<file path="src/rtl/pcap_pdu_tlv_stream_parser_core_macros.svh">
// ----------------------------------------------------------------------------
// Assertion macros for the capture parser
// Concurrent checks on the rising clock edge, masked while in reset.
// ----------------------------------------------------------------------------
`ifndef PCAP_PDU_TLV_STREAM_PARSER_CORE_MACROS_SVH
`define PCAP_PDU_TLV_STREAM_PARSER_CORE_MACROS_SVH

`ifndef SYNTHESIS

`define PPTSP_ASSERT_NOW(name, clk, rst_n, ante, cons) \
    name: assert property (@(posedge clk) disable iff (!rst_n) (ante) |-> (cons)) \
        else $error("assertion failed");

`define PPTSP_ASSERT_NEXT(name, clk, rst_n, ante, cons) \
    name: assert property (@(posedge clk) disable iff (!rst_n) (ante) |=> (cons)) \
        else $error("assertion failed");

`else

`define PPTSP_ASSERT_NOW(name, clk, rst_n, ante, cons)

`define PPTSP_ASSERT_NEXT(name, clk, rst_n, ante, cons)

`endif

`endif

</file>
<file path="src/rtl/pptsp_pkg.sv">
// ----------------------------------------------------------------------------
// Capture parser package
// Item types, result kinds, tag codes and sizes shared by the parser modules.
// ----------------------------------------------------------------------------
package pptsp_pkg;

    localparam int NAME_MAX_DEFAULT = 64;
    localparam int QUEUE_DEPTH      = 4;

    localparam logic [1:0] KIND_NAME    = 2'd0;
    localparam logic [1:0] KIND_INFO    = 2'd1;
    localparam logic [1:0] KIND_PAYLOAD = 2'd2;

    localparam logic [15:0] TAG_END      = 16'h0000;
    localparam logic [15:0] TAG_NAME     = 16'h000C;
    localparam logic [15:0] TAG_SRC_ADDR = 16'h0014;
    localparam logic [15:0] TAG_DST_ADDR = 16'h0015;
    localparam logic [15:0] TAG_SRC_PORT = 16'h0019;
    localparam logic [15:0] TAG_DST_PORT = 16'h001A;

    localparam logic [15:0] FILE_HDR_LAST = 16'd23;
    localparam logic [15:0] REC_HDR_LAST  = 16'd15;
    localparam logic [15:0] INCL_LEN_LO   = 16'd8;
    localparam logic [15:0] INCL_LEN_HI   = 16'd11;

    typedef struct packed {
        logic [7:0] data_byte;
        logic       file_start;
    } in_item_t;

    typedef struct packed {
        logic [1:0]  kind;
        logic [7:0]  out_byte;
        logic [31:0] src_addr;
        logic [31:0] dst_addr;
        logic [15:0] src_l4_port;
        logic [15:0] dst_l4_port;
        logic [6:0]  name_length;
        logic        frame_last;
        logic        malformed;
    } out_item_t;

    typedef struct packed {
        logic      push;
        out_item_t item;
    } fe_push_t;

endpackage

</file>
<file path="src/rtl/pptsp_stream_if.sv">
// ----------------------------------------------------------------------------
// Valid/ready stream channel
// One transfer per clock edge with valid and ready both high.
// ----------------------------------------------------------------------------
interface pptsp_stream_if #(parameter type payload_t = logic);

    logic     valid;
    logic     ready;
    payload_t payload;

    modport source (output valid, output payload, input ready);
    modport sink (input valid, input payload, output ready);

endinterface

</file>
<file path="src/rtl/pptsp_front.sv">
// ----------------------------------------------------------------------------
// Capture parser front end
// Walks file header, record header and TLV fields; classifies each byte.
// ----------------------------------------------------------------------------
module pptsp_front #(
    parameter int NAME_MAX = pptsp_pkg::NAME_MAX_DEFAULT
) (
    input  logic                clk,
    input  logic                rst_n,
    input  logic                in_fire,
    input  pptsp_pkg::in_item_t in_item,
    output pptsp_pkg::fe_push_t fe_push
);
    import pptsp_pkg::*;

    localparam int NCW = $clog2(NAME_MAX + 1);

    localparam logic [2:0] PH_FILE_HDR = 3'd0;
    localparam logic [2:0] PH_REC_HDR  = 3'd1;
    localparam logic [2:0] PH_TAG      = 3'd2;
    localparam logic [2:0] PH_LEN      = 3'd3;
    localparam logic [2:0] PH_VALUE    = 3'd4;
    localparam logic [2:0] PH_PAYLOAD  = 3'd5;

    logic [2:0]     phase_reg, phase_next, ph;
    logic [15:0]    bc_reg, bc_next, bc;
    logic [31:0]    rem_reg, rem_next, rem, rem_dec;
    logic [15:0]    tag_reg, tag_next, tag;
    logic [15:0]    len_reg, len_next, len;
    logic [31:0]    saddr_reg, saddr_next, saddr;
    logic [31:0]    daddr_reg, daddr_next, daddr;
    logic [15:0]    sport_reg, sport_next, sport;
    logic [15:0]    dport_reg, dport_next, dport;
    logic [NCW-1:0] cnt_reg, cnt_next, cnt;
    logic           done_reg, done_next, done;
    logic [NCW+6:0] cnt_wide;
    logic [7:0]     b;
    logic           fs, ended, check_end;
    logic           emit, last, bad;
    logic [1:0]     kind;

    assign b  = in_item.data_byte;
    assign fs = in_item.file_start;

    always_comb
    begin
        ph    = fs ? PH_FILE_HDR : phase_reg;
        bc    = fs ? '0 : bc_reg;
        rem   = fs ? '0 : rem_reg;
        tag   = fs ? '0 : tag_reg;
        len   = fs ? '0 : len_reg;
        saddr = fs ? '0 : saddr_reg;
        daddr = fs ? '0 : daddr_reg;
        sport = fs ? '0 : sport_reg;
        dport = fs ? '0 : dport_reg;
        cnt   = fs ? '0 : cnt_reg;
        done  = fs ? 1'b0 : done_reg;

        phase_next = ph;
        bc_next    = bc;
        rem_next   = rem;
        tag_next   = tag;
        len_next   = len;
        saddr_next = saddr;
        daddr_next = daddr;
        sport_next = sport;
        dport_next = dport;
        cnt_next   = cnt;
        done_next  = done;

        rem_dec   = rem - 32'd1;
        ended     = (rem_dec == '0);
        check_end = 1'b0;
        emit      = 1'b0;
        kind      = KIND_NAME;
        last      = 1'b0;
        bad       = 1'b0;

        unique case (ph)
            PH_FILE_HDR:
            begin
                if (bc >= FILE_HDR_LAST)
                begin
                    phase_next = PH_REC_HDR;
                    bc_next    = '0;
                end
                else
                begin
                    bc_next = bc + 16'd1;
                end
            end
            PH_PAYLOAD:
            begin
                rem_next = rem_dec;
                emit     = 1'b1;
                kind     = KIND_PAYLOAD;
                last     = ended;
                if (ended)
                begin
                    phase_next = PH_REC_HDR;
                    bc_next    = '0;
                end
            end
            PH_TAG:
            begin
                rem_next = rem_dec;
                if (bc == '0)
                begin
                    tag_next  = {b, 8'h00};
                    bc_next   = 16'd1;
                    check_end = 1'b1;
                end
                else
                begin
                    tag_next = {tag[15:8], tag[7:0] | b};
                    bc_next  = '0;
                    if ({tag[15:8], tag[7:0] | b} == TAG_END)
                    begin
                        emit       = 1'b1;
                        kind       = KIND_INFO;
                        last       = ended;
                        phase_next = ended ? PH_REC_HDR : PH_PAYLOAD;
                    end
                    else
                    begin
                        phase_next = PH_LEN;
                        check_end  = 1'b1;
                    end
                end
            end
            PH_LEN:
            begin
                rem_next  = rem_dec;
                check_end = 1'b1;
                if (bc == '0)
                begin
                    len_next = {b, 8'h00};
                    bc_next  = 16'd1;
                end
                else
                begin
                    len_next = {len[15:8], len[7:0] | b};
                    bc_next  = '0;
                    if ({len[15:8], len[7:0] | b} == '0)
                    begin
                        if (tag == TAG_NAME)
                        begin
                            done_next = 1'b1;
                        end
                        phase_next = PH_TAG;
                    end
                    else
                    begin
                        phase_next = PH_VALUE;
                    end
                end
            end
            PH_VALUE:
            begin
                rem_next  = rem_dec;
                check_end = 1'b1;
                if (!ended)
                begin
                    if (tag == TAG_NAME && !done)
                    begin
                        if (b == 8'h00)
                        begin
                            done_next = 1'b1;
                        end
                        else if (cnt < NCW'(NAME_MAX))
                        begin
                            emit     = 1'b1;
                            cnt_next = cnt + 1'b1;
                        end
                    end
                    else if (tag == TAG_SRC_ADDR && bc < 16'd4)
                    begin
                        saddr_next[{~bc[1:0], 3'b000} +: 8] = b;
                    end
                    else if (tag == TAG_DST_ADDR && bc < 16'd4)
                    begin
                        daddr_next[{~bc[1:0], 3'b000} +: 8] = b;
                    end
                    else if (tag == TAG_SRC_PORT && bc == 16'd2)
                    begin
                        sport_next[15:8] = b;
                    end
                    else if (tag == TAG_SRC_PORT && bc == 16'd3)
                    begin
                        sport_next[7:0] = b;
                    end
                    else if (tag == TAG_DST_PORT && bc == 16'd2)
                    begin
                        dport_next[15:8] = b;
                    end
                    else if (tag == TAG_DST_PORT && bc == 16'd3)
                    begin
                        dport_next[7:0] = b;
                    end
                end
                if (({1'b0, bc} + 17'd1) >= {1'b0, len})
                begin
                    bc_next = '0;
                    if (tag == TAG_NAME)
                    begin
                        done_next = 1'b1;
                    end
                    phase_next = PH_TAG;
                end
                else
                begin
                    bc_next = bc + 16'd1;
                end
            end
            default:
            begin
                // record header; unused codes fall back here too
                phase_next = PH_REC_HDR;
                if (bc == '0)
                begin
                    saddr_next = '0;
                    daddr_next = '0;
                    sport_next = '0;
                    dport_next = '0;
                    cnt_next   = '0;
                    done_next  = 1'b0;
                    rem_next   = '0;
                end
                if (bc >= INCL_LEN_LO && bc <= INCL_LEN_HI)
                begin
                    rem_next[{bc[1:0], 3'b000} +: 8] = rem_next[{bc[1:0], 3'b000} +: 8] | b;
                end
                if (bc >= REC_HDR_LAST)
                begin
                    bc_next = '0;
                    if (rem_next == '0)
                    begin
                        emit = 1'b1;
                        kind = KIND_INFO;
                        last = 1'b1;
                        bad  = 1'b1;
                    end
                    else
                    begin
                        phase_next = PH_TAG;
                    end
                end
                else
                begin
                    bc_next = bc + 16'd1;
                end
            end
        endcase

        // record ran out before the end tag
        if (check_end && ended)
        begin
            emit       = 1'b1;
            kind       = KIND_INFO;
            last       = 1'b1;
            bad        = 1'b1;
            phase_next = PH_REC_HDR;
            bc_next    = '0;
        end
    end

    assign cnt_wide = {7'd0, cnt_next};

    always_comb
    begin
        fe_push.push             = in_fire && emit;
        fe_push.item.kind        = kind;
        fe_push.item.out_byte    = (kind == KIND_INFO) ? 8'h00 : b;
        fe_push.item.src_addr    = saddr_next;
        fe_push.item.dst_addr    = daddr_next;
        fe_push.item.src_l4_port = sport_next;
        fe_push.item.dst_l4_port = dport_next;
        fe_push.item.name_length = cnt_wide[6:0];
        fe_push.item.frame_last  = last;
        fe_push.item.malformed   = bad;
    end

    always_ff @(posedge clk or negedge rst_n)
    begin
        if (!rst_n)
        begin
            phase_reg <= PH_FILE_HDR;
            bc_reg    <= '0;
            rem_reg   <= '0;
            tag_reg   <= '0;
            len_reg   <= '0;
            saddr_reg <= '0;
            daddr_reg <= '0;
            sport_reg <= '0;
            dport_reg <= '0;
            cnt_reg   <= '0;
            done_reg  <= 1'b0;
        end
        else if (in_fire)
        begin
            phase_reg <= phase_next;
            bc_reg    <= bc_next;
            rem_reg   <= rem_next;
            tag_reg   <= tag_next;
            len_reg   <= len_next;
            saddr_reg <= saddr_next;
            daddr_reg <= daddr_next;
            sport_reg <= sport_next;
            dport_reg <= dport_next;
            cnt_reg   <= cnt_next;
            done_reg  <= done_next;
        end
    end

endmodule

</file>
<file path="src/rtl/pptsp_queue.sv">
// ----------------------------------------------------------------------------
// Capture parser result queue
// Small FIFO between classifier and output stage.
// ----------------------------------------------------------------------------
`include "pcap_pdu_tlv_stream_parser_core_macros.svh"

module pptsp_queue (
    input  logic                 clk,
    input  logic                 rst_n,
    input  pptsp_pkg::fe_push_t  fe_push,
    output logic                 q_ready,
    output logic                 q_valid,
    output pptsp_pkg::out_item_t q_item,
    input  logic                 q_pop
);
    import pptsp_pkg::*;

    localparam int PW = $clog2(QUEUE_DEPTH);
    localparam int CW = $clog2(QUEUE_DEPTH + 1);

    out_item_t       mem [QUEUE_DEPTH];
    logic [PW-1:0]   wr_ptr_reg, rd_ptr_reg;
    logic [CW-1:0]   count_reg, count_next;
    logic            full, empty;

    assign full    = (count_reg == CW'(QUEUE_DEPTH));
    assign empty   = (count_reg == '0);
    assign q_ready = !full;
    assign q_valid = !empty;
    assign q_item  = mem[rd_ptr_reg];

    always_comb
    begin
        count_next = count_reg;
        if (fe_push.push && !q_pop)
        begin
            count_next = count_reg + 1'b1;
        end
        else if (!fe_push.push && q_pop)
        begin
            count_next = count_reg - 1'b1;
        end
    end

    always_ff @(posedge clk)
    begin
        if (fe_push.push)
        begin
            mem[wr_ptr_reg] <= fe_push.item;
        end
    end

    always_ff @(posedge clk or negedge rst_n)
    begin
        if (!rst_n)
        begin
            wr_ptr_reg <= '0;
            rd_ptr_reg <= '0;
            count_reg  <= '0;
        end
        else
        begin
            if (fe_push.push)
            begin
                wr_ptr_reg <= wr_ptr_reg + 1'b1;
            end
            if (q_pop)
            begin
                rd_ptr_reg <= rd_ptr_reg + 1'b1;
            end
            count_reg <= count_next;
        end
    end

    `PPTSP_ASSERT_NOW(a_no_overflow, clk, rst_n, fe_push.push, !full)
    `PPTSP_ASSERT_NOW(a_no_underflow, clk, rst_n, q_pop, !empty)
    `PPTSP_ASSERT_NOW(a_count_bound, clk, rst_n, 1'b1, count_reg <= CW'(QUEUE_DEPTH))
    `PPTSP_ASSERT_NEXT(a_ptr_track, clk, rst_n, fe_push.push && !q_pop, count_reg != '0)

endmodule

</file>
<file path="src/rtl/pptsp_back.sv">
// ----------------------------------------------------------------------------
// Capture parser output stage
// Pops the queue into the output register and clears unused info fields.
// ----------------------------------------------------------------------------
module pptsp_back (
    input  logic                 clk,
    input  logic                 rst_n,
    input  logic                 q_valid,
    input  pptsp_pkg::out_item_t q_item,
    output logic                 q_pop,
    pptsp_stream_if.source       tx
);
    import pptsp_pkg::*;

    logic      valid_reg;
    out_item_t data_reg, data_next;
    logic      load;

    assign load  = q_valid && (!valid_reg || tx.ready);
    assign q_pop = load;

    always_comb
    begin
        data_next = q_item;
        if (q_item.kind != KIND_INFO)
        begin
            data_next.src_addr    = '0;
            data_next.dst_addr    = '0;
            data_next.src_l4_port = '0;
            data_next.dst_l4_port = '0;
            data_next.name_length = '0;
            data_next.malformed   = 1'b0;
        end
    end

    always_ff @(posedge clk or negedge rst_n)
    begin
        if (!rst_n)
        begin
            valid_reg <= 1'b0;
        end
        else if (load)
        begin
            valid_reg <= 1'b1;
        end
        else if (tx.ready)
        begin
            valid_reg <= 1'b0;
        end
    end

    always_ff @(posedge clk)
    begin
        if (load)
        begin
            data_reg <= data_next;
        end
    end

    assign tx.valid   = valid_reg;
    assign tx.payload = data_reg;

endmodule

</file>
<file path="src/rtl/pcap_pdu_tlv_stream_parser_core.sv">
// ----------------------------------------------------------------------------
// Exported-PDU capture stream parser
// Byte-wide capture file in; name bytes, frame info and payload bytes out.
//
//   port  dir  payload                    role
//   rx    in   data_byte, file_start      raw capture bytes
//   tx    out  kind, out_byte, info, last  name / info / payload results
//
// One byte per cycle; each byte gives zero or one result.
// Results pass a 4-entry queue and an output register, so rx stalls only
// when the queue is full.
// Reset puts the parser in file header skip; file_start does the same.
// ----------------------------------------------------------------------------
module pcap_pdu_tlv_stream_parser_core #(
    parameter int NAME_MAX = pptsp_pkg::NAME_MAX_DEFAULT
) (
    input  logic           clk,
    input  logic           rst_n,
    pptsp_stream_if.sink   rx,
    pptsp_stream_if.source tx
);
    import pptsp_pkg::*;

    fe_push_t  fe_push;
    logic      q_ready;
    logic      q_valid;
    out_item_t q_item;
    logic      q_pop;
    logic      in_fire;

    assign rx.ready = q_ready;
    assign in_fire  = rx.valid && q_ready;

    pptsp_front #(
        .NAME_MAX (NAME_MAX)
    ) u_front (
        .clk     (clk),
        .rst_n   (rst_n),
        .in_fire (in_fire),
        .in_item (rx.payload),
        .fe_push (fe_push)
    );

    pptsp_queue u_queue (
        .clk     (clk),
        .rst_n   (rst_n),
        .fe_push (fe_push),
        .q_ready (q_ready),
        .q_valid (q_valid),
        .q_item  (q_item),
        .q_pop   (q_pop)
    );

    pptsp_back u_back (
        .clk     (clk),
        .rst_n   (rst_n),
        .q_valid (q_valid),
        .q_item  (q_item),
        .q_pop   (q_pop),
        .tx      (tx)
    );

endmodule

</file>
<file path="src/flat_wrapper.sv">
// flat-port wrapper written by rule: the top's interface ports become plain ports
module pcap_pdu_tlv_stream_parser_core_flat import pptsp_pkg::*;
#(
    parameter int NAME_MAX = pptsp_pkg::NAME_MAX_DEFAULT
)
  (clk, rst_n, rx_valid, rx_payload, rx_ready, tx_valid, tx_payload, tx_ready);
  pptsp_stream_if #(.payload_t(in_item_t)) rx_i ();
  pptsp_stream_if #(.payload_t(out_item_t)) tx_i ();
  input  logic clk;
  input  logic rst_n;
  input wire logic [$bits(rx_i.valid)-1:0] rx_valid;
  input wire logic [$bits(rx_i.payload)-1:0] rx_payload;
  output wire logic [$bits(rx_i.ready)-1:0] rx_ready;
  output wire logic [$bits(tx_i.valid)-1:0] tx_valid;
  output wire logic [$bits(tx_i.payload)-1:0] tx_payload;
  input wire logic [$bits(tx_i.ready)-1:0] tx_ready;
  assign rx_i.valid = rx_valid;
  assign rx_i.payload = rx_payload;
  assign rx_ready = rx_i.ready;
  assign tx_valid = tx_i.valid;
  assign tx_payload = tx_i.payload;
  assign tx_i.ready = tx_ready;
  pcap_pdu_tlv_stream_parser_core #(.NAME_MAX(NAME_MAX)) u_core (.clk(clk), .rst_n(rst_n), .rx(rx_i), .tx(tx_i));
endmodule
</file>
<file path="config.mk">
export PLATFORM = sky130hd
export DESIGN_NAME = pcap_pdu_tlv_stream_parser_core_flat
export DESIGN_NICKNAME = d
export VERILOG_FILES = /design/src/rtl/pptsp_pkg.sv /design/src/rtl/pptsp_stream_if.sv /design/src/rtl/pptsp_front.sv /design/src/rtl/pptsp_queue.sv /design/src/rtl/pptsp_back.sv /design/src/rtl/pcap_pdu_tlv_stream_parser_core.sv /design/src/flat_wrapper.sv
export VERILOG_INCLUDE_DIRS = /design/src /design/src/rtl
export SDC_FILE = /design/constraint.sdc
export NUM_CORES = 1
export LEC_CHECK = 0
export BUFFER_PORTS_ARGS = -buffer_cell sky130_fd_sc_hd__buf_4
export CAP_MARGIN = 0
export CORE_AREA = 2 2 279 281
export DETAILED_ROUTE_END_ITERATION = 10
export DIE_AREA = 0 0 281 283
export GPL_TIMING_DRIVEN = 0
export PLACE_DENSITY = 0.64
export REMOVE_ABC_BUFFERS = 1
export SYNTH_ARGS = -nofsm -noshare
export SYNTH_HDL_FRONTEND = slang
export SYNTH_SLANG_ARGS = --single-unit
</file>
<file path="constraint.sdc">
create_clock -name clk -period 7.75 [get_ports clk]
set_input_delay 1.55 -clock clk [delete_from_list [all_inputs] [get_ports clk]]
set_output_delay 1.55 -clock clk [all_outputs]
set_load 0.01 [all_outputs]
</file>
==> results.tsv, run 1 <==
stage	metric	value	unit
status	status	finished clean	
power_and_ir_drop	power_switching	4.71	mW
setup_path	endpoint_kind	flop	
clock_tree	post_cts_buffers	0	
timing	min_period_over_period	96.2	%
power_and_ir_drop	switching_share	34.3	%
layout	largest-register	u_core.u_queue.mem	
yosys	synth-edff-count	575	
power_and_ir_drop	combPwrFrac	32.1	%
clock_tree	clock_sinks	770	
power_and_ir_drop	p_int	9.04	mW
yosys	ys_seq_area_share	64.9	%
drt	via_per_inst	6.02	
yosys	synth_area_per_cell	14.3	sq um
placement	dp_hpwl	55.7	mm
clock_tree	cts_tree	yes	
layout	largest_reg_flops	460	
power_and_ir_drop	p_leak	14.6	nW
setup_path	required	8040	ps
run	maxCapViolations	0	
timing	rsz0062_at_grt	no	
layout	area_growth	14.4	%
layout	multi_input_area	11300	sq um
die	rows	102	
grt	grt_max_degree	103	
timing	setup_viol	0	
grt	antenna_found_initial	1	
layout	fill_cells	6323	
power_and_ir_drop	vdd_drop_max	0.186	mV
drt	remaining_drc_errors	0	
setup_path	crit_type	in -> reg	
grt	overflow	0	
clock_tree	clk_pin_slew	60	ps
clock_tree	clockBufferDepth	3	
power_and_ir_drop	p_total	13.8	mW
yosys	synth_warnings	0	
worst_hold_path	worstHoldPathType	reg -> reg	
clock_tree	clk_latency	630	ps
die	io_pins	130	
setup_path	cp.arrival	7750	ps
drt	wire_per_inst	24.5	um
clock_tree	htree_levels	3	
grt	grt_pass1_wl	133	mm
yosys	synth_top_area_cell	edfxtp_1	
yosys	ys_types	80	
grt	grt_pass1_vias	21529	
yosys	synth_area_leaders	edfxtp_1 51%, dfrtp_1 14%, mux4_2 8.1%	
die	die_h	283	um
timing	slew_headroom	3.55	%
timing	holdWs	504	ps
timing	skew	25.8	ps
yosys	syn_area	34100	sq um
placement	place.gp.congestion	0.926	
die	die_w	281	um
drt	num_vias	21409	
die	die-area	79500	sq um
layout	drive_gt1_share	18.5	%
die	start_util	44.5	%
timing	report.final.hold_viol_count	0	
setup_path	critPathMaxFanout	86	
timing	timing.fmax	134	MHz
yosys	synthDominantCellAreaShare	50.6	%
yosys	syn_inst	2384	
layout	regArea	22200	sq um
timing	worst_pin_slew	1440	ps
setup_path	reg2reg_slack	660	ps
layout	final_nets	2498	
timing	slew_violations	0	
layout	antenna_cells	0	
clock_tree	cts_root_buf	clkbuf_16	
placement	io_buffer_count	129	
power_and_ir_drop	power_frac_clock	27.8	%
clock_tree	cts_made_buffers	77	
drt	firstDrtPassIters	6	
yosys	ys_ff_latch	770	
drt	drt_iter0_drc	2231	
setup_path	startpoint_type	primary input	
grt	grt_use_total	21.9	%
die	coreArea	76700	sq um
timing	fin_crit	7460	ps
power_and_ir_drop	p_seq_share	40.1	%
yosys	async_flop_share	25.3	%
drt	antenna_left	0	
layout	utilization	50.9	%
power_and_ir_drop	powerDensity	352	nW/um^2
drt	drt_wl_total	87.0	mm
yosys	ys.flop_type	edfxtp_1	
## cells in the final DEF, fill, tap and decap left out, drive strengths merged, types with 11 or more instances in the layout
| master | count |
|---|---|
| xnor2 | 19 |
| edfxtp | 575 |
| or3 | 14 |
| nor2b | 130 |
| clkbuf | 99 |
| nor4 | 29 |
| o31ai | 11 |
| a21oi | 66 |
| nand2b | 21 |
| a41oi | 11 |
| o21ai | 133 |
| ha | 32 |
| nand3 | 31 |
| buf | 155 |
| and3 | 21 |
| or2 | 13 |
| inv | 28 |
| mux4 | 123 |
| nand4 | 19 |
| a31oi | 13 |
| nand2 | 182 |
| or4 | 18 |
| mux2i | 12 |
| clkinv | 26 |
| a22oi | 19 |
| dfrtp | 195 |
| o22ai | 15 |
| a22o | 190 |
| nor2 | 102 |
| and2 | 20 |
| nor3 | 59 |
## power by group through the flow
stage | registers [mW] | clock network (mW) | logic [mW]
6_report | 5.51 | 3.82 | 4.41
5_1_grt | 5.58 | 4.07 | 4.76
4_1_cts | 5.51 | 3.90 | 4.42
3_5_place_dp | 5.59 | 0 | 4.39
3_3_place_gp | 5.93 | 0 | 4.20
2_1_floorplan | 5.78 | 0 | 2.57
## per-layer routing
metal  track usage (%)  wire [um]
met5                 0         10
met3              3.61       5720
met2              35.9      42500
met4              6.38       2220
met1              30.2      36600
## critical path, stage by stage
cell and delay, ps:
buf_6 490, inv_2 460, buf_16 290, nand2_1 110, ha_1 560, or4b_1 710
nand2_1 290, a41oi_1 140, a311oi_1 590, nand4_1 250, nor4_4 540, a32oi_1 240
a31oi_4 450, and2_4 550, buf_16 350
## timing repair
| item | 4_1_cts | 5_1_grt |
|---|---|---|
| pin swaps | 1 | 0 |
| hold buffers | 0 | 0 |
| endpoints found under the setup margin | 463 | 1 |
| gates resized for setup | 3 | 1 |
## cell type report
cell class | instances | area share (%)
Clock buffer | 99 | 5.33
Clock inverter | 42 | 1.38
Inverter | 27 | 0.260
Multi-Input combinational cell | 1421 | 28.9
Sequential cell | 770 | 56.7
Tap cell | 1040 | 3.33
Timing Repair Buffer | 155 | 4.04
## cells by family (layout without fill, tap and decap cells)
| logic type | count (synthesis) | in the layout | synth area share [%] |
|---|---|---|---|
| compound gates | 528 | 528 | 11.4 |
| xor+xnor | 29 | 29 | 0.744 |
| fa+ha+maj | 33 | 33 | 1.23 |
| buf+inv | 193 | 323 | 2.26 |
| flops | 770 | 770 | 64.9 |
| mux | 137 | 137 | 8.54 |
| simple gates | 694 | 694 | 11.0 |
## cell usage after synthesis (13+ instances only)
library cell	n
a21oi_1	66
a22o_1	190
a22oi_1	19
and2_1	17
and3_1	21
buf_1	21
buf_2	15
clkbuf_1	126
dfrtp_1	195
edfxtp_1	575
ha_1	32
inv_1	27
mux4_2	123
nand2_1	182
nand2b_1	21
nand3_1	31
nand4_1	17
nor2_1	102
nor2b_1	130
nor3_1	51
nor4_1	23
o21ai_0	128
o22ai_1	15
or2_2	13
or3_1	14
or4_1	17
xnor2_1	19
## worst paths after layout
path / start / cells after the start / end
max: rx_payload[0] / 15 / u_core.u_queue.mem[3][108]$_DFFE_PP_
min: u_core.u_front.saddr_reg[4]$_DFFE_PN0P_ / 1 / u_core.u_front.saddr_reg[4]$_DFFE_PN0P_
max reg2reg: u_core.u_front.bc_reg[0]$_DFFE_PN0P_ / 18 / u_core.u_front.bc_reg[0]$_DFFE_PN0P_
min reg2reg: u_core.u_front.saddr_reg[4]$_DFFE_PN0P_ / 1 / u_core.u_front.saddr_reg[4]$_DFFE_PN0P_
max in group asynchronous: rst_n / 2 / u_core.u_front.saddr_reg[23]$_DFFE_PN0P_
min in group asynchronous: rst_n / 1 / u_core.u_front.len_reg[8]$_DFFE_PN0P_
## per-stage QoR
stage / TNS, ps / std cells / cell area [sq um] / setup slack [ps]
6_report: 0 / 3554 / 39100 / 291
5_1_grt: 0 / 3554 / 39100 / 23.6
4_1_cts: 0 / 3553 / 39000 / 3.62
3_5_place_dp: -676520 / 3412 / 36400 / -1460
3_3_place_gp: -4579110 / 3387 / 35700 / -6540
2_1_floorplan: -310390 / 2218 / 33500 / -1050
Power figures use the tool's default switching activity.
==> run 2: changes to the inputs <==
--- a/config.mk
+++ b/config.mk
@@ -6,13 +6,15 @@
 export SDC_FILE = /design/constraint.sdc
 export NUM_CORES = 1
 export LEC_CHECK = 0
+export ABC_AREA = 1
 export BUFFER_PORTS_ARGS = -buffer_cell sky130_fd_sc_hd__buf_4
 export CAP_MARGIN = 0
-export CORE_AREA = 2 2 279 281
+export CORE_AREA = 2 2 296 298
 export DETAILED_ROUTE_END_ITERATION = 10
-export DIE_AREA = 0 0 281 283
+export DIE_AREA = 0 0 298 300
 export GPL_TIMING_DRIVEN = 0
 export PLACE_DENSITY = 0.64
+export RECOVER_POWER = 25
 export REMOVE_ABC_BUFFERS = 1
 export SYNTH_ARGS = -nofsm -noshare
 export SYNTH_HDL_FRONTEND = slang
==> run 2 against run 1 <==
Effect of this change:
- the run now ends with capacitance limit, slew limit left
- register-to-register slack lost 200 ps
- first-iteration DRC count grew 11%
- critical endpoint is now u_core.u_queue.mem[1][68]$_DFFE_PP_
- critical path type unchanged
- die area grew 12%
- final cell count grew 54%
- final area grew 11%
- maximum frequency grew 1.2%
- clock power grew 5%
- core utilization shrank 0.74 points
==> results.tsv, run 2 <==
stage	metric	value	unit	change
worst_hold_path	worstHoldPathType	reg -> reg		unchanged
placement	io_buffer_count	129		unchanged
yosys	synthDominantCellAreaShare	45.0	%	was 50.6%
setup_path	startpoint_type	primary input		unchanged
timing	rsz0062_at_grt	no		unchanged
drt	remaining_drc_errors	0		unchanged
power_and_ir_drop	vdd_drop_max	0.219	mV	was 0.186 mV
yosys	synth_warnings	0		unchanged
clock_tree	cts_made_buffers	81		was 77
setup_path	required	8070	ps	was 8040 ps
clock_tree	clk_pin_slew	60	ps	about the same
worst_hold_path	hold_depth	2		was 1
setup_path	crit_type	in -> reg		unchanged
setup_path	cp.arrival	7690	ps	was 7750 ps
layout	layout_commonest_cell	nand2_1		was edfxtp_1
setup_path	slowest_stage	nor2_4		was or4b_1
layout	largest_reg_flops	460		unchanged
timing	setup_viol	0		unchanged
timing	min_period_over_period	95.1	%	was 96.2%
drt	wire_per_inst	18.6	um	was 24.5 um
drt	drt_iter0_drc	2468		was 2231
setup_path	max_stage_delay	550	ps	was 710 ps
setup_path	r2r_start	u_core.u_front.bc_reg[0]$_DFFE_PN0P_		unchanged
power_and_ir_drop	p_leak	17.1	nW	was 14.6 nW
placement	placedCellCount	5316		was 3412
layout	final_area	43300	sq um	was 39100 sq um
power_and_ir_drop	powerDensity	323	nW/um^2	was 352 nW/um^2
clock_tree	clockBufferDepth	3		unchanged
setup_path	endpoint_kind	flop		unchanged
setup_path	r2r_end	u_core.u_queue.mem[1][68]$_DFFE_PP_		was u_core.u_front.bc_reg[0]$_DFFE_PN0P_
die	die_h	300	um	was 283 um
clock_tree	cts_root_buf	clkbuf_16		unchanged
drt	firstDrtPassIters	7		was 6
yosys	synth_area_per_cell	9.06	sq um	was 14.3 sq um
layout	antenna_cells	0		unchanged
yosys	ys_seq_area_share	57.7	%	was 64.9%
grt	grt_pass1_vias	27972		was 21529
clock_tree	cts_tree	yes		unchanged
yosys	syn_area	38400	sq um	was 34100 sq um
clock_tree	ctsHoldBuffers	0		unchanged
layout	largest-register	u_core.u_queue.mem		unchanged
grt	grt_pass1_wl	158	mm	was 133 mm
die	die_w	298	um	was 281 um
yosys	ys_types	53		was 80
drt	num_vias	29847		was 21409
yosys	syn_inst	4235		was 2384
timing	slew_violations	319		was 0
drt	drt_wl_total	102	mm	was 87.0 mm
yosys	synth-edff-count	575		unchanged
worst_hold_path	hold_end	u_core.u_front.sport_reg[5]$_DFFE_PN0P_		was u_core.u_front.saddr_reg[4]$_DFFE_PN0P_
setup_path	reg2reg_depth	21		was 18
layout	drive_gt1_share	8.36	%	was 18.5%
status	status	complete, but fails checks		was finished clean
layout	final_nets	4300		was 2498
die	io_pins	130		unchanged
timing	slew_headroom	-121	%	was 3.55%
yosys	synth_area_leaders	edfxtp_1 45%, dfrtp_1 13%, nand2_1 7.6%		was edfxtp_1 51%, dfrtp_1 14%, mux4_2 8.1%
status	violations	capacitance limit, slew limit		
yosys	synth_commonest_cells	775 x nand2_1, 713 x nor2_1, 575 x edfxtp_1		was 575 x edfxtp_1, 195 x dfrtp_1, 190 x a22o_1
setup_path	crit_top_cell	nand3_1		
grt	grt_max_degree	126		was 103
layout	area_growth	12.7	%	was 14.4%
timing	timing.fmax	136	MHz	was 134 MHz
layout	fin_cells	5475		was 3554
placement	place.gp.congestion	0.931		was 0.926
timing	skew	32.0	ps	was 25.8 ps
die	coreArea	86200	sq um	was 76700 sq um
drt	antenna_left	0		unchanged
setup_path	critPathMaxFanout	53		was 86
setup_path	reg2reg_slack	460	ps	was 660 ps
drt	via_per_inst	5.45		was 6.02
die	start_util	44.5	%	about the same
run	maxCapViolations	6		was 0
yosys	ys_ff_latch	770		unchanged
yosys	synth_top_area_cell	edfxtp_1		unchanged
clock_tree	clock_sinks	770		unchanged
worst_hold_path	hp-start	u_core.u_front.sport_reg[5]$_DFFE_PN0P_		was u_core.u_front.saddr_reg[4]$_DFFE_PN0P_
clock_tree	htree_levels	3		unchanged
layout	final_cell_mix	772 x nand2_1, 706 x nor2_1, 575 x edfxtp_1, 505 x o21ai_0, 306 x inv_1		was 575 x edfxtp_1, 193 x dfrtp_1, 190 x a22o_1, 181 x nand2_1
timing	fin_crit	7370	ps	was 7460 ps
die	die-area	89400	sq um	was 79500 sq um
placement	dp_hpwl	62.1	mm	was 55.7 mm
die	rows	108		was 102
power_and_ir_drop	p_total	14.0	mW	was 13.8 mW
placement	dpl_cell_area	41000	sq um	was 36400 sq um
yosys	ys.flop_type	edfxtp_1		unchanged
grt	antenna_found_initial	2		was 1
timing	report.final.hold_viol_count	0		unchanged
layout	utilization	50.2	%	was 50.9%
clock_tree	clk_latency	640	ps	was 630 ps
timing	finalSetupTns	0	ps	unchanged
yosys	yosysMostFrequentCell	nand2_1		was edfxtp_1
grt	grt_use_total	22.4	%	was 21.9%
grt	overflow	0		unchanged
yosys	async_flop_share	25.3	%	unchanged
timing	worst_pin_slew	3310	ps	was 1440 ps
run 2: cell families after synthesis:
family	share of synthesized area, %
compound gates	15.5
xor+xnor	1.02
fa+ha+maj	1.10
buf+inv	5.98
flops	57.7
simple gates	18.7
run 2: timing repair:
| action | 4_1_cts | 5_1_grt |
|---|---|---|
| setup endpoints to repair | 43 | 184 |
| setup buffers | 2 | 7 |
| pin swaps | 1 | 1 |
| endpoints found under the hold margin | 0 | 0 |
| gates resized for setup | 2 | 6 |
run 2: metal layers:
layer  up-vias  global-route usage, %  part of all wire [%]
met4         0                   6.22                   2.3
met3       139                   2.99                   6.1
met5         -                      0                     0
li1      14484                      -                     -
met2       941                   38.1                    48
met1     14283                   30.2                    44
run 2: area by class of cell:
type | instances | area (sq um)
multi-input cells | 2888 | 14000
flip-flops and latches | 770 | 22200
fillers | 7923 | 43000
clock inverters | 49 | 543
repair buffers | 191 | 1630
inverters | 322 | 1240
well taps | 1155 | 1450
clock buffers | 100 | 2210
run 2: through the flow:
stage / hold slack [ps] / setup WS (ps)
6_report: 482 / 381
5_1_grt: 503 / 15.7
4_1_cts: 482 / 60.0
3_5_place_dp: 466 / -1370
3_3_place_gp: 461 / -18640
2_1_floorplan: 449 / -4200
run 2: how the worst max path moves through the flow:
stage	startpoint	cells past startpoint	slack (ps)	end
after floorplan	rx_valid	4	-4200	u_core.u_queue.mem[0][0]$_DFFE_PP_
after global placement	u_core.u_queue.rd_ptr_reg[0]$_DFFE_PN0P_	6	-18640	u_core.u_back.tx.payload[50]$_SDFFCE_PP0P_
after detailed placement	rx_payload[0]	30	-1370	u_core.u_front.bc_reg[12]$_DFFE_PN0P_
after CTS	rx_payload[0]	30	60	u_core.u_front.bc_reg[7]$_DFFE_PN0P_
after global routing	rx_payload[0]	26	20	u_core.u_queue.mem[1][96]$_DFFE_PP_
final	rx_payload[0]	25	380	u_core.u_queue.mem[1][68]$_DFFE_PP_
run 2: worst max-delay path, delay by kind of cell:
| family | cells | cell delay (ps) |
|---|---|---|
| AND/OR/NAND/NOR | 16 | 3300 |
| buffers and inverters | 7 | 2060 |
| AO/OA/AOI/OAI | 1 | 330 |
| adder cells (fa/ha/maj) | 1 | 300 |
run 2: power by group:
part           internal (mW)  switching, mW
logic                   1.28           3.35
registers               5.04          0.265
clock network           2.37           1.64
total                   8.69           5.26
